## config.mk

```make
export PLATFORM = sky130hd
export DESIGN_NAME = led_blink_code_sequencer
export DESIGN_NICKNAME = d
export VERILOG_FILES = /design/src/design/lbcs_pkg.sv /design/src/design/led_blink_code_sequencer.sv
export SDC_FILE = /design/constraint.sdc
export NUM_CORES = 1
export LEC_CHECK = 0
export BUFFER_PORTS_ARGS = -buffer_cell sky130_fd_sc_hd__buf_2
export CAP_MARGIN = 15
export CORE_MARGIN = 5
export CORE_UTILIZATION = 38
export CTS_CLUSTER_DIAMETER = 50
export DETAILED_ROUTE_END_ITERATION = 7
export PLACE_DENSITY = 0.55
export SLEW_MARGIN = 10
export SYNTH_ARGS = -nofsm -noshare
export SYNTH_HDL_FRONTEND = slang
export SYNTH_SLANG_ARGS = --single-unit
export TNS_END_PERCENT = 10
```

## constraint.sdc

```tcl
create_clock -name clk -period 12.83 [get_ports clk]
set_input_delay 2.566 -clock clk [delete_from_list [all_inputs] [get_ports clk]]
set_output_delay 2.566 -clock clk [all_outputs]
set_load 0.01 [all_outputs]
```

## src/design/lbcs_pkg.sv

```systemverilog
package lbcs_pkg;

  localparam int PWM_TOP_DEF     = 15;
  localparam int DIGIT_COUNT_DEF = 10;

  localparam int IN_DIGITS    = 10;
  localparam int IN_DIGITS_W  = 4 * IN_DIGITS;
  localparam int IN_TDATA_W   = 64;
  localparam int OUT_TDATA_W  = 8;
  localparam int CFG_INDEX_W  = 3;
  localparam int CFG_DATA_W   = 8;

  localparam logic [3:0] DIM_LEVEL_RST       = 4'd1;
  localparam logic [3:0] BRIGHT_LEVEL_RST    = 4'd15;
  localparam logic [7:0] SHORT_BLINK_LEN_RST = 8'd25;
  localparam logic [7:0] ZERO_BLINK_LEN_RST  = 8'd10;
  localparam logic [7:0] SIGN_BLINK_LEN_RST  = 8'd100;
  localparam logic [7:0] BLINK_GAP_LEN_RST   = 8'd30;
  localparam logic [7:0] DIGIT_GAP_LEN_RST   = 8'd80;
  localparam logic [7:0] CODE_GAP_LEN_RST    = 8'd200;

  typedef enum logic [3:0] {
    PH_PAUSED   = 4'd0,
    PH_START    = 4'd1,
    PH_SIGN_ON  = 4'd2,
    PH_SIGN_OFF = 4'd3,
    PH_NEXT     = 4'd4,
    PH_ON       = 4'd5,
    PH_OFF      = 4'd6,
    PH_END      = 4'd7,
    PH_FINAL    = 4'd8,
    PH_REPEAT   = 4'd9
  } phase_t;

  typedef enum logic [CFG_INDEX_W-1:0] {
    REG_DIM_LEVEL       = 3'd0,
    REG_BRIGHT_LEVEL    = 3'd1,
    REG_SHORT_BLINK_LEN = 3'd2,
    REG_ZERO_BLINK_LEN  = 3'd3,
    REG_SIGN_BLINK_LEN  = 3'd4,
    REG_BLINK_GAP_LEN   = 3'd5,
    REG_DIGIT_GAP_LEN   = 3'd6,
    REG_CODE_GAP_LEN    = 3'd7
  } cfg_reg_t;

  typedef enum logic {
    OP_TICK  = 1'b0,
    OP_START = 1'b1
  } op_t;

endpackage

```

## src/design/led_blink_code_sequencer.sv

```systemverilog
// An accepted transaction's result is registered onto out_tdata the next cycle.
// Throughput: one transaction per cycle; the phase machine and PWM counter update
//   in a single pass, and input stalls only while an unaccepted result is held.
// Reset (rst_n low, synchronous): phase paused, counters and LED cleared, config
//   registers at their defaults; the digit stores are undefined until a start.
module led_blink_code_sequencer #(
  parameter int PWM_TOP     = lbcs_pkg::PWM_TOP_DEF,
  parameter int DIGIT_COUNT = lbcs_pkg::DIGIT_COUNT_DEF
) (
  input  logic                              clk,
  input  logic                              rst_n,
  input  logic                              in_tvalid,
  output logic                              in_tready,
  // loop_count[7:0], digits[47:8], negative[48], first_digit[52:49],
  // repeat_count[60:53], zero[63:61]
  input  logic [lbcs_pkg::IN_TDATA_W-1:0]   in_tdata,
  // op[0]
  input  logic                              in_tuser,
  output logic                              out_tvalid,
  input  logic                              out_tready,
  // led_on[0], busy_res[1], phase_now[5:2], zero[7:6]
  output logic [lbcs_pkg::OUT_TDATA_W-1:0]  out_tdata,
  input  logic                              cfg_valid,
  output logic                              cfg_ready,
  input  logic [lbcs_pkg::CFG_INDEX_W-1:0]  cfg_index,
  input  logic [lbcs_pkg::CFG_DATA_W-1:0]   cfg_data
);

  localparam int PWM_W  = (PWM_TOP > 1) ? $clog2(PWM_TOP + 1) : 1;
  localparam int CMP_W  = (PWM_W > 4) ? PWM_W : 4;
  localparam int POS_W  = $clog2(DIGIT_COUNT + 1);
  localparam int IDX_W  = (DIGIT_COUNT > 1) ? $clog2(DIGIT_COUNT) : 1;
  localparam int DPAD_W = (4 * DIGIT_COUNT > lbcs_pkg::IN_DIGITS_W) ?
                          4 * DIGIT_COUNT : lbcs_pkg::IN_DIGITS_W;

  logic [3:0] dim_level_r, bright_level_r;
  logic [7:0] short_blink_len_r, zero_blink_len_r, sign_blink_len_r;
  logic [7:0] blink_gap_len_r, digit_gap_len_r, code_gap_len_r;

  logic [PWM_W-1:0]    pwm_count_r, pwm_count_nxt;
  lbcs_pkg::phase_t    phase_r, phase_nxt;
  logic [7:0]          phase_length_r, phase_length_nxt;
  logic [7:0]          phase_start_r, phase_start_nxt;
  logic [POS_W-1:0]    digit_pos_r, digit_pos_nxt;
  logic [7:0]          repeats_left_r, repeats_left_nxt;
  logic                sign_flag_r, sign_flag_nxt;
  logic [POS_W-1:0]    first_pos_r, first_pos_nxt;
  logic                led_r, led_nxt;
  logic [3:0]          blinks_left_r [DIGIT_COUNT];
  logic [3:0]          blinks_left_nxt [DIGIT_COUNT];
  logic [3:0]          digit_store_r [DIGIT_COUNT];
  logic [3:0]          digit_store_nxt [DIGIT_COUNT];

  logic                out_tvalid_r;
  logic [lbcs_pkg::OUT_TDATA_W-1:0] out_tdata_r;

  logic                in_acc;
  logic [7:0]          now;
  logic [DPAD_W-1:0]   digits_pad;
  logic [3:0]          first_digit;
  logic                pos_valid;
  logic [3:0]          blinks_cur;
  logic [7:0]          start_eff;
  logic                pwm_at_bright;
  logic                pwm_at_dim;
  logic                done;

  assign in_tready  = !out_tvalid_r || out_tready;
  assign in_acc     = in_tvalid && in_tready;
  assign out_tvalid = out_tvalid_r;
  assign out_tdata  = out_tdata_r;
  assign cfg_ready  = 1'b1;

  assign now         = in_tdata[7:0];
  assign digits_pad  = DPAD_W'(in_tdata[8 +: lbcs_pkg::IN_DIGITS_W]);
  assign first_digit = in_tdata[52:49];

  assign pos_valid     = digit_pos_r < POS_W'(DIGIT_COUNT);
  assign blinks_cur    = pos_valid ? blinks_left_r[digit_pos_r[IDX_W-1:0]] : 4'd0;
  assign start_eff     = (phase_r == lbcs_pkg::PH_START && phase_start_r == 8'd0) ?
                         now : phase_start_r;
  assign pwm_at_bright = CMP_W'(pwm_count_r) == CMP_W'(bright_level_r);
  assign pwm_at_dim    = CMP_W'(pwm_count_r) == CMP_W'(dim_level_r);
  assign done          = (8'(now - start_eff) > phase_length_r) && pwm_at_bright;

  always_comb begin
    pwm_count_nxt    = pwm_count_r;
    phase_nxt        = phase_r;
    phase_length_nxt = phase_length_r;
    phase_start_nxt  = phase_start_r;
    digit_pos_nxt    = digit_pos_r;
    repeats_left_nxt = repeats_left_r;
    sign_flag_nxt    = sign_flag_r;
    first_pos_nxt    = first_pos_r;
    led_nxt          = led_r;
    blinks_left_nxt  = blinks_left_r;
    digit_store_nxt  = digit_store_r;

    if (lbcs_pkg::op_t'(in_tuser) == lbcs_pkg::OP_START) begin
      for (int i = 0; i < DIGIT_COUNT; i++) begin
        digit_store_nxt[i] = (i < lbcs_pkg::IN_DIGITS) ? digits_pad[4*i +: 4] : 4'd0;
        blinks_left_nxt[i] = digit_store_nxt[i];
      end
      sign_flag_nxt = in_tdata[48];
      if ({1'b0, first_digit} > 5'(DIGIT_COUNT)) begin
        first_pos_nxt = POS_W'(DIGIT_COUNT);
      end else begin
        first_pos_nxt = POS_W'(first_digit);
      end
      digit_pos_nxt    = first_pos_nxt;
      repeats_left_nxt = in_tdata[60:53];
      phase_nxt        = lbcs_pkg::PH_START;
      phase_length_nxt = digit_gap_len_r;
      phase_start_nxt  = 8'd0;
    end else begin
      if (pwm_count_r == '0 && phase_r == lbcs_pkg::PH_PAUSED) begin
        led_nxt = 1'b0;
      end
      if (phase_r != lbcs_pkg::PH_PAUSED && pwm_count_r == '0 &&
          phase_length_r != zero_blink_len_r &&
          phase_r != lbcs_pkg::PH_REPEAT && phase_r != lbcs_pkg::PH_FINAL) begin
        led_nxt = 1'b1;
      end

      unique case (phase_r)
        lbcs_pkg::PH_START: begin
          phase_start_nxt = start_eff;
          if (pwm_at_dim) led_nxt = 1'b0;
          if (done) begin
            phase_nxt        = sign_flag_r ? lbcs_pkg::PH_SIGN_ON : lbcs_pkg::PH_NEXT;
            phase_length_nxt = sign_blink_len_r;
            phase_start_nxt  = now;
          end
        end
        lbcs_pkg::PH_SIGN_ON: begin
          if (pwm_at_bright) led_nxt = 1'b0;
          if (done) begin
            phase_nxt        = lbcs_pkg::PH_SIGN_OFF;
            phase_length_nxt = sign_blink_len_r;
            phase_start_nxt  = now;
          end
        end
        lbcs_pkg::PH_SIGN_OFF: begin
          if (pwm_at_dim) led_nxt = 1'b0;
          if (done) begin
            phase_nxt        = lbcs_pkg::PH_NEXT;
            phase_length_nxt = digit_gap_len_r;
            phase_start_nxt  = now;
          end
        end
        lbcs_pkg::PH_NEXT: begin
          phase_start_nxt = now;
          if (!pos_valid) begin
            if (repeats_left_r != 8'd0) repeats_left_nxt = repeats_left_r - 8'd1;
            phase_nxt        = lbcs_pkg::PH_END;
            phase_length_nxt = digit_gap_len_r;
          end else begin
            phase_nxt        = lbcs_pkg::PH_ON;
            phase_length_nxt = (blinks_cur == 4'd0) ? zero_blink_len_r : short_blink_len_r;
          end
        end
        lbcs_pkg::PH_ON: begin
          if (pwm_at_bright) led_nxt = 1'b0;
          if (done) begin
            led_nxt = 1'b0;
            if (blinks_cur != 4'd0) begin
              blinks_left_nxt[digit_pos_r[IDX_W-1:0]] = blinks_cur - 4'd1;
            end
            phase_nxt        = lbcs_pkg::PH_OFF;
            phase_length_nxt = (blinks_cur > 4'd1) ? blink_gap_len_r : digit_gap_len_r;
            phase_start_nxt  = now;
          end
        end
        lbcs_pkg::PH_OFF: begin
          if (pwm_at_dim) led_nxt = 1'b0;
          if (done) begin
            phase_start_nxt = now;
            if (blinks_cur != 4'd0) begin
              phase_nxt        = lbcs_pkg::PH_ON;
              phase_length_nxt = short_blink_len_r;
            end else begin
              if (pos_valid) digit_pos_nxt = digit_pos_r + POS_W'(1);
              phase_nxt = lbcs_pkg::PH_NEXT;
            end
          end
        end
        lbcs_pkg::PH_END: begin
          if (pwm_at_dim) led_nxt = 1'b0;
          if (done) begin
            phase_start_nxt = now;
            if (repeats_left_r == 8'd0) begin
              phase_nxt        = lbcs_pkg::PH_FINAL;
              phase_length_nxt = digit_gap_len_r;
            end else begin
              phase_nxt        = lbcs_pkg::PH_REPEAT;
              phase_length_nxt = code_gap_len_r;
            end
          end
        end
        lbcs_pkg::PH_FINAL: begin
          if (done) begin
            phase_nxt       = lbcs_pkg::PH_PAUSED;
            phase_start_nxt = now;
          end
        end
        lbcs_pkg::PH_REPEAT: begin
          if (done) begin
            blinks_left_nxt  = digit_store_r;
            digit_pos_nxt    = first_pos_r;
            phase_nxt        = lbcs_pkg::PH_START;
            phase_length_nxt = digit_gap_len_r;
            phase_start_nxt  = now;
          end
        end
        default: begin
        end
      endcase

      pwm_count_nxt = (pwm_count_r == PWM_W'(PWM_TOP)) ? '0 : pwm_count_r + PWM_W'(1);
    end
  end

  always_ff @(posedge clk) begin
    if (!rst_n) begin
      pwm_count_r    <= '0;
      phase_r        <= lbcs_pkg::PH_PAUSED;
      phase_length_r <= '0;
      phase_start_r  <= '0;
      digit_pos_r    <= '0;
      repeats_left_r <= '0;
      sign_flag_r    <= 1'b0;
      first_pos_r    <= '0;
      led_r          <= 1'b0;
      out_tvalid_r   <= 1'b0;
    end else begin
      if (in_acc) begin
        pwm_count_r    <= pwm_count_nxt;
        phase_r        <= phase_nxt;
        phase_length_r <= phase_length_nxt;
        phase_start_r  <= phase_start_nxt;
        digit_pos_r    <= digit_pos_nxt;
        repeats_left_r <= repeats_left_nxt;
        sign_flag_r    <= sign_flag_nxt;
        first_pos_r    <= first_pos_nxt;
        led_r          <= led_nxt;
        out_tvalid_r   <= 1'b1;
      end else if (out_tready) begin
        out_tvalid_r   <= 1'b0;
      end
    end
  end

  always_ff @(posedge clk) begin
    if (in_acc) begin
      blinks_left_r <= blinks_left_nxt;
      digit_store_r <= digit_store_nxt;
      out_tdata_r   <= {2'b00, phase_nxt, phase_nxt != lbcs_pkg::PH_PAUSED, led_nxt};
    end
  end

  always_ff @(posedge clk) begin
    if (!rst_n) begin
      dim_level_r       <= lbcs_pkg::DIM_LEVEL_RST;
      bright_level_r    <= lbcs_pkg::BRIGHT_LEVEL_RST;
      short_blink_len_r <= lbcs_pkg::SHORT_BLINK_LEN_RST;
      zero_blink_len_r  <= lbcs_pkg::ZERO_BLINK_LEN_RST;
      sign_blink_len_r  <= lbcs_pkg::SIGN_BLINK_LEN_RST;
      blink_gap_len_r   <= lbcs_pkg::BLINK_GAP_LEN_RST;
      digit_gap_len_r   <= lbcs_pkg::DIGIT_GAP_LEN_RST;
      code_gap_len_r    <= lbcs_pkg::CODE_GAP_LEN_RST;
    end else if (cfg_valid && cfg_ready) begin
      unique case (lbcs_pkg::cfg_reg_t'(cfg_index))
        lbcs_pkg::REG_DIM_LEVEL:       dim_level_r       <= cfg_data[3:0];
        lbcs_pkg::REG_BRIGHT_LEVEL:    bright_level_r    <= cfg_data[3:0];
        lbcs_pkg::REG_SHORT_BLINK_LEN: short_blink_len_r <= cfg_data;
        lbcs_pkg::REG_ZERO_BLINK_LEN:  zero_blink_len_r  <= cfg_data;
        lbcs_pkg::REG_SIGN_BLINK_LEN:  sign_blink_len_r  <= cfg_data;
        lbcs_pkg::REG_BLINK_GAP_LEN:   blink_gap_len_r   <= cfg_data;
        lbcs_pkg::REG_DIGIT_GAP_LEN:   digit_gap_len_r   <= cfg_data;
        lbcs_pkg::REG_CODE_GAP_LEN:    code_gap_len_r    <= cfg_data;
        default: begin
        end
      endcase
    end
  end

  a_start_enters_start: assert property (@(posedge clk) disable iff (!rst_n)
    in_acc && in_tuser |=> out_tvalid && out_tdata[5:2] == lbcs_pkg::PH_START)
    else $error("start transaction did not enter the start phase");

  a_pwm_range: assert property (@(posedge clk) disable iff (!rst_n)
    CMP_W'(pwm_count_r) <= CMP_W'(PWM_TOP))
    else $error("pwm counter out of range");

  a_digit_pos_range: assert property (@(posedge clk) disable iff (!rst_n)
    digit_pos_r <= POS_W'(DIGIT_COUNT) && first_pos_r <= POS_W'(DIGIT_COUNT))
    else $error("digit position beyond digit count");

  a_busy_matches_phase: assert property (@(posedge clk) disable iff (!rst_n)
    out_tvalid |-> out_tdata[1] == (out_tdata[5:2] != lbcs_pkg::PH_PAUSED))
    else $error("busy flag disagrees with phase");

endmodule

```

# == Word level (Yosys, flattened, before mapping) ==
# Index checks and enable logic that the tools add are counted.
# totals
ff_bits,185
in_bits,81
output_inout_bits,11
wordCells,197
# op_classes
add_sub_neg,5
n_lt_le_gt_ge,6
n_eq_ne,34
n_mux,64
bitwise,2
reduce_logical,47
# op_table
cell,n
40-bit two-way mux,4
8-bit two-way mux,19
4-bit two-way mux,20
40-bit one-hot mux with 2 select lines,1
8-bit one-hot mux with 6 select lines,1
40-bit bitwise mux,1
4-bit one-hot mux with 9 select lines,1
3-bit != test (second input constant),8
8-bit one-hot mux with 3 select lines,1
2-bit AND reduction,10
4-bit binary-select mux with 4-bit select,1
4-bit demux with 4-bit select,1
4-bit by 3-bit equality test with 1-bit output (second input constant),4
8-bit logical NOT,2
4-bit nonzero test,4
3-bit equality test (second input constant),4
4-bit equality test (second input constant),3
4-bit logical NOT,3
1-bit two-way mux,10
1-bit logical AND,9
3-bit by 1-bit != test with 1-bit output (second input constant),3
4-bit by 1-bit adder with 4-bit output (second input constant),2
4-bit by 2-bit equality test with 1-bit output (second input constant),2
4-bit equality test,2
other kinds (36),42

# == Logic depth before layout (Yosys ltp) ==
# depth
depth_word,11
depth_mapped,22
ltp_nobuf,20

# == Worst setup path after synthesis ==
# No wires, ideal clock.
# synth_path
path_type,input to register
startpoint,input port in_tdata[1] (netlist bit)
endpoint,register phase_length_r[6]
setup_ps,74
arrival_ps,5728
t_required_ps,12756
path_slack_ps,7027
cell_stages,18
n_path_buf,1
path_cell_list,a21o_1 > inv_1 > ha_1 > nor2b_1 > o21ai_0 > nand2b_1 > a21o_1 > a21oi_1 > o21ai_0 > xnor2_1 > ha_1 > nand4_1 > a21o_1 > a211o_1 > a221oi_1 > buf_2 > o21ai_0 > a31oi_1
# synth_between
elab_chain_cells,6
elab_cells_between_ends,10
cone_classes,add/sub: 1; order compare: 1; eq/ne: 5; mux: 1; reduce/logical: 2
# synth_lines
item,line,rtl
start: declaration,led_blink_code_sequencer.sv:16,"input logic [lbcs_pkg::IN_TDATA_W-1:0] in_tdata,"
8-bit two-way mux,led_blink_code_sequencer.sv:80,assign start_eff = (phase_r == lbcs_pkg::PH_START && phase_start_r == 8'd0) ?
8-bit subtractor (*),led_blink_code_sequencer.sv:84,assign done = (8'(now - start_eff) > phase_length_r) && pwm_at_bright;
8-bit greater-than comparator (*),led_blink_code_sequencer.sv:84,
1-bit logical AND (*),led_blink_code_sequencer.sv:84,
3-bit != test (no source line) / 3-bit by 1-bit != test with 1-bit output (equally long branches),-,
8-bit AND reduction (no source line) (*),-,
end signal: assignment,led_blink_code_sequencer.sv:239,phase_length_r <= phase_length_nxt;
end: declaration,led_blink_code_sequencer.sv:42,"logic [7:0] phase_length_r, phase_length_nxt;"
# Mark *: on every way between the ends. The rest lies on a longest branch, timed or not.
# A chain may end at the register's enable or synchronous reset.

# == Worst setup path in the final report ==
# layout_path
startpoint,input port in_tdata[1] (netlist bit)
endpoint,register blinks_left_r[15] (netlist bit) (enable)
# layout_between
elab_chain_cells,6
elab_cells_between_ends,7
cone_classes,add/sub: 1; order compare: 1; eq/ne: 2; mux: 1; reduce/logical: 2
# layout_lines
item,line,rtl
8-bit two-way mux,led_blink_code_sequencer.sv:80,
8-bit subtractor (*),led_blink_code_sequencer.sv:84,
8-bit greater-than comparator (*),led_blink_code_sequencer.sv:84,
1-bit logical AND (*),led_blink_code_sequencer.sv:84,
3-bit != test (no source line),-,
5-bit AND reduction (no source line) (*),-,
end signal: assignment,led_blink_code_sequencer.sv:255,blinks_left_r <= blinks_left_nxt;
end: declaration,led_blink_code_sequencer.sv:49,logic [3:0] blinks_left_r [DIGIT_COUNT];
# Marks and branches as above.

==> impl_metrics.tcl <==
set metrics [dict create \
    antenna_left 0 \
    synth_top_area_cell "edfxtp_1" \
    final.setup.tns_ns 0 \
    maxSlewHeadroom_pct 25.2 \
    drc 0 \
    yosys_register_bits 185 \
    post_cts_buffers 0 \
    fp.dieW_um 169 \
    skew_ns 0.0151 \
    rr_endpoint "blinks_left_r[15]" \
    grt_pass1_wl_mm 41.7 \
    cp.arrival_ns 6.31 \
    critPathMaxFanout 10 \
    start_util_pct 38.4 \
    syn_inst 1072 \
    fmax_mhz 161 \
    fin_crit_sh_pct 48.3 \
    stdcell_count 1464 \
    min_period_ns 6.20 \
    critPathKind "in -> reg" \
    syn2layout_area_growth_pct 13.2 \
    min_from "sign_blink_len_r[0]" \
    grt_pass1_vias 7505 \
    synth_top_cell_area_share_pct 27.0 \
    endpoint_kind "flip-flop" \
    grt_antenna_before_repair 1 \
    tightest_slew_ns 1.11 \
    routed_wl_mm 26.0 \
    p_int_mw 0.993 \
    cp_data_required_time_ns 12.94 \
    avgSynthCellArea_um2 8.93 \
    yosysMostFrequentCell "nand2_1" \
    ff_latch_area_um2 4560 \
    track_usage_pct 18.2 \
    min_to "sign_blink_len_r[0]" \
    cts_sinks 185 \
    seqPwrFrac_pct 47.1 \
    setup_viol_count_final 0 \
    clkPwrFrac_pct 39.0 \
    yosys-top-cells-area "edfxtp_1 27%, dfxtp_1 21%, nand2_1 8.6%, a21oi_1 4.2%, a22oi_1 3.5%" \
    synth-async-reset-ratio_pct 0 \
    fin_nets 1227 \
    peakVddDrop_mv 0.0834 \
    final_max_slew_viol_count 0 \
    dieArea_um2 28500 \
    path_clk_slew_ns 0.08 \
    switchingPower_mw 0.396 \
    layout-drive-gt1-share_pct 13.4 \
    yosysWarningCount 0 \
    synthFlopType "dfxtp_1" \
    clock-root-buffer "clkbuf_16" \
    power_density_nw_per_um2 128 \
    timing.rr.start "phase_r[3]" \
    fillers 2519 \
    clock_path_buffers 2 \
    grt_setup_unrepaired "false" \
    portBuffers 85 \
    synth_seq_area_share_pct 47.7 \
    firstDrtPassIters 5 \
    wire_per_inst_um 17.8 \
    die_h_um 169 \
    cts_buffers 17 \
    reg2regPathDepth 20 \
    yosys-top-cells-count "220 x nand2_1, 99 x dfxtp_1, 86 x edfxtp_1" \
    final-hold-violation-count 0 \
    antenna_cells 0 \
    reg_top3 "blinks_left_r: 40 flops, digit_store_r: 40 flops" \
    tritoncts "done" \
    place_inst 1432 \
    cts_max_level 4 \
    p_comb_share_pct 13.9 \
    critPathLaunch "in_tdata[1]" \
    cts_resized 0 \
    p_sw_share_pct 28.5 \
    setup.worst_path.start_class "input pin" \
    dp_hpwl_mm 18.3 \
    via_per_inst 5.45 \
    holdPathStages 2 \
    cts_hold_buffers 0 \
    gp_congestion 0.855 \
    grt_max_degree 72 \
    min_path_type "reg -> reg" \
    overflow 0 \
    clock_latency_ns 0.44 \
    drtIter0Drc 760 \
    vias 7981 \
    core_area_um2 25000 \
    io_pins 92 \
    multi_input_area_um2 4620 \
    cap_violations 0 \
    synth_edf_count 86 \
    r2r_setup_slack_ns 7.37 \
    rows 58 \
    syn_area_um2 9580 \
    power_leakage_nw 3.95 \
    ys_types 62 \
    status "finished, final reports clean" \
]
## through the flow
step | hold WS [ns] | instance area, µm² | total power [mW] | utilization, % | worst slack [ns]
after detailed placement | 0.448 | 10200 | 0.860 | 41.0 | 6.22
after global routing | 0.480 | 10800 | 1.45 | 43.4 | 6.36
after global placement | 0.444 | 10200 | 0.857 | 41.0 | 6.30
final | 0.460 | 10800 | 1.39 | 43.4 | 6.63
after floorplan | 0.436 | 9580 | 0.793 | - | 7.03
after CTS | 0.461 | 10800 | 1.40 | 43.4 | 6.69
## power groups by stage
stage | registers, mW | logic [mW] | clock network [mW]
2_1_floorplan | 0.663 | 0.130 | 0
3_3_place_gp | 0.668 | 0.190 | 0
3_5_place_dp | 0.668 | 0.192 | 0
4_1_cts | 0.654 | 0.193 | 0.554
5_1_grt | 0.657 | 0.215 | 0.578
6_report | 0.654 | 0.193 | 0.541
## worst max-delay path, cell delays in order
cell      delay, ns
buf_2          0.12
a21o_1         0.15
inv_1          0.05
ha_1           0.25
nor2b_1        0.13
o21ai_0        0.14
nand2b_1       0.10
a21o_1         0.18
a21oi_1        0.21
o21ai_0        0.17
xnor2_1        0.17
ha_1           0.31
nand4_1        0.13
o21bai_1       0.25
a21o_1         0.31
a21oi_1        0.07
o21ai_1        0.70
a21oi_1        0.29
## layout make-up
cell class                 count  area share, %
clock buffer                  18           4.15
clock inverter                14           1.44
inverter                      33           1.14
multi-input combinational    788           42.6
sequential                   185           42.1
tap                          330           3.81
timing repair buffer          96           4.71
## cells in the final DEF, fill, tap and decap left out, types with 8 or more instances in the layout
cell	count
edfxtp_1	86
a221o_1	16
a22oi_1	45
mux2i_1	12
buf_4	12
xor2_1	12
o31ai_1	11
xnor2_1	16
o221ai_1	9
ha_1	24
nor2b_1	10
nand4_1	8
and3_1	9
o21ai_0	58
and2_1	10
inv_1	31
nand3_1	33
nor2_1	82
dfxtp_1	99
clkbuf_16	18
nor3_1	16
buf_2	84
nand2b_1	10
a31oi_1	14
a21oi_1	80
nand2_1	220
## how the worst max path moves through the flow
stage	slack, ns	cells past startpoint	to
final	6.63	18	blinks_left_r[15]
after CTS	6.69	18	blinks_left_r[15]
after global placement	6.30	18	blinks_left_r[13]
after detailed placement	6.22	18	blinks_left_r[13]
after global routing	6.36	18	blinks_left_r[15]
after floorplan	7.03	18	phase_length_r[6]
## kinds of logic after synthesis
logic type	count (synthesis)	share of synthesized area [%]
compound gates	286	19.7
mux	24	3.25
fa+ha+maj	25	3.34
simple gates	422	19.2
other cells	2	0.0784
xor+xnor	28	2.56
flops	185	47.7
buf+inv	100	4.15
## routing by layer
layer  GRT usage, %  vias to the layer above  part of all wire, %
met4           4.13                        2                  1.1
met5              0                        -                0.042
met3           3.22                       19                  6.2
li1               -                     3949                    -
met2           26.4                      246                   42
met1           28.0                     3765                   50
(Power assumes the default switching activity.)
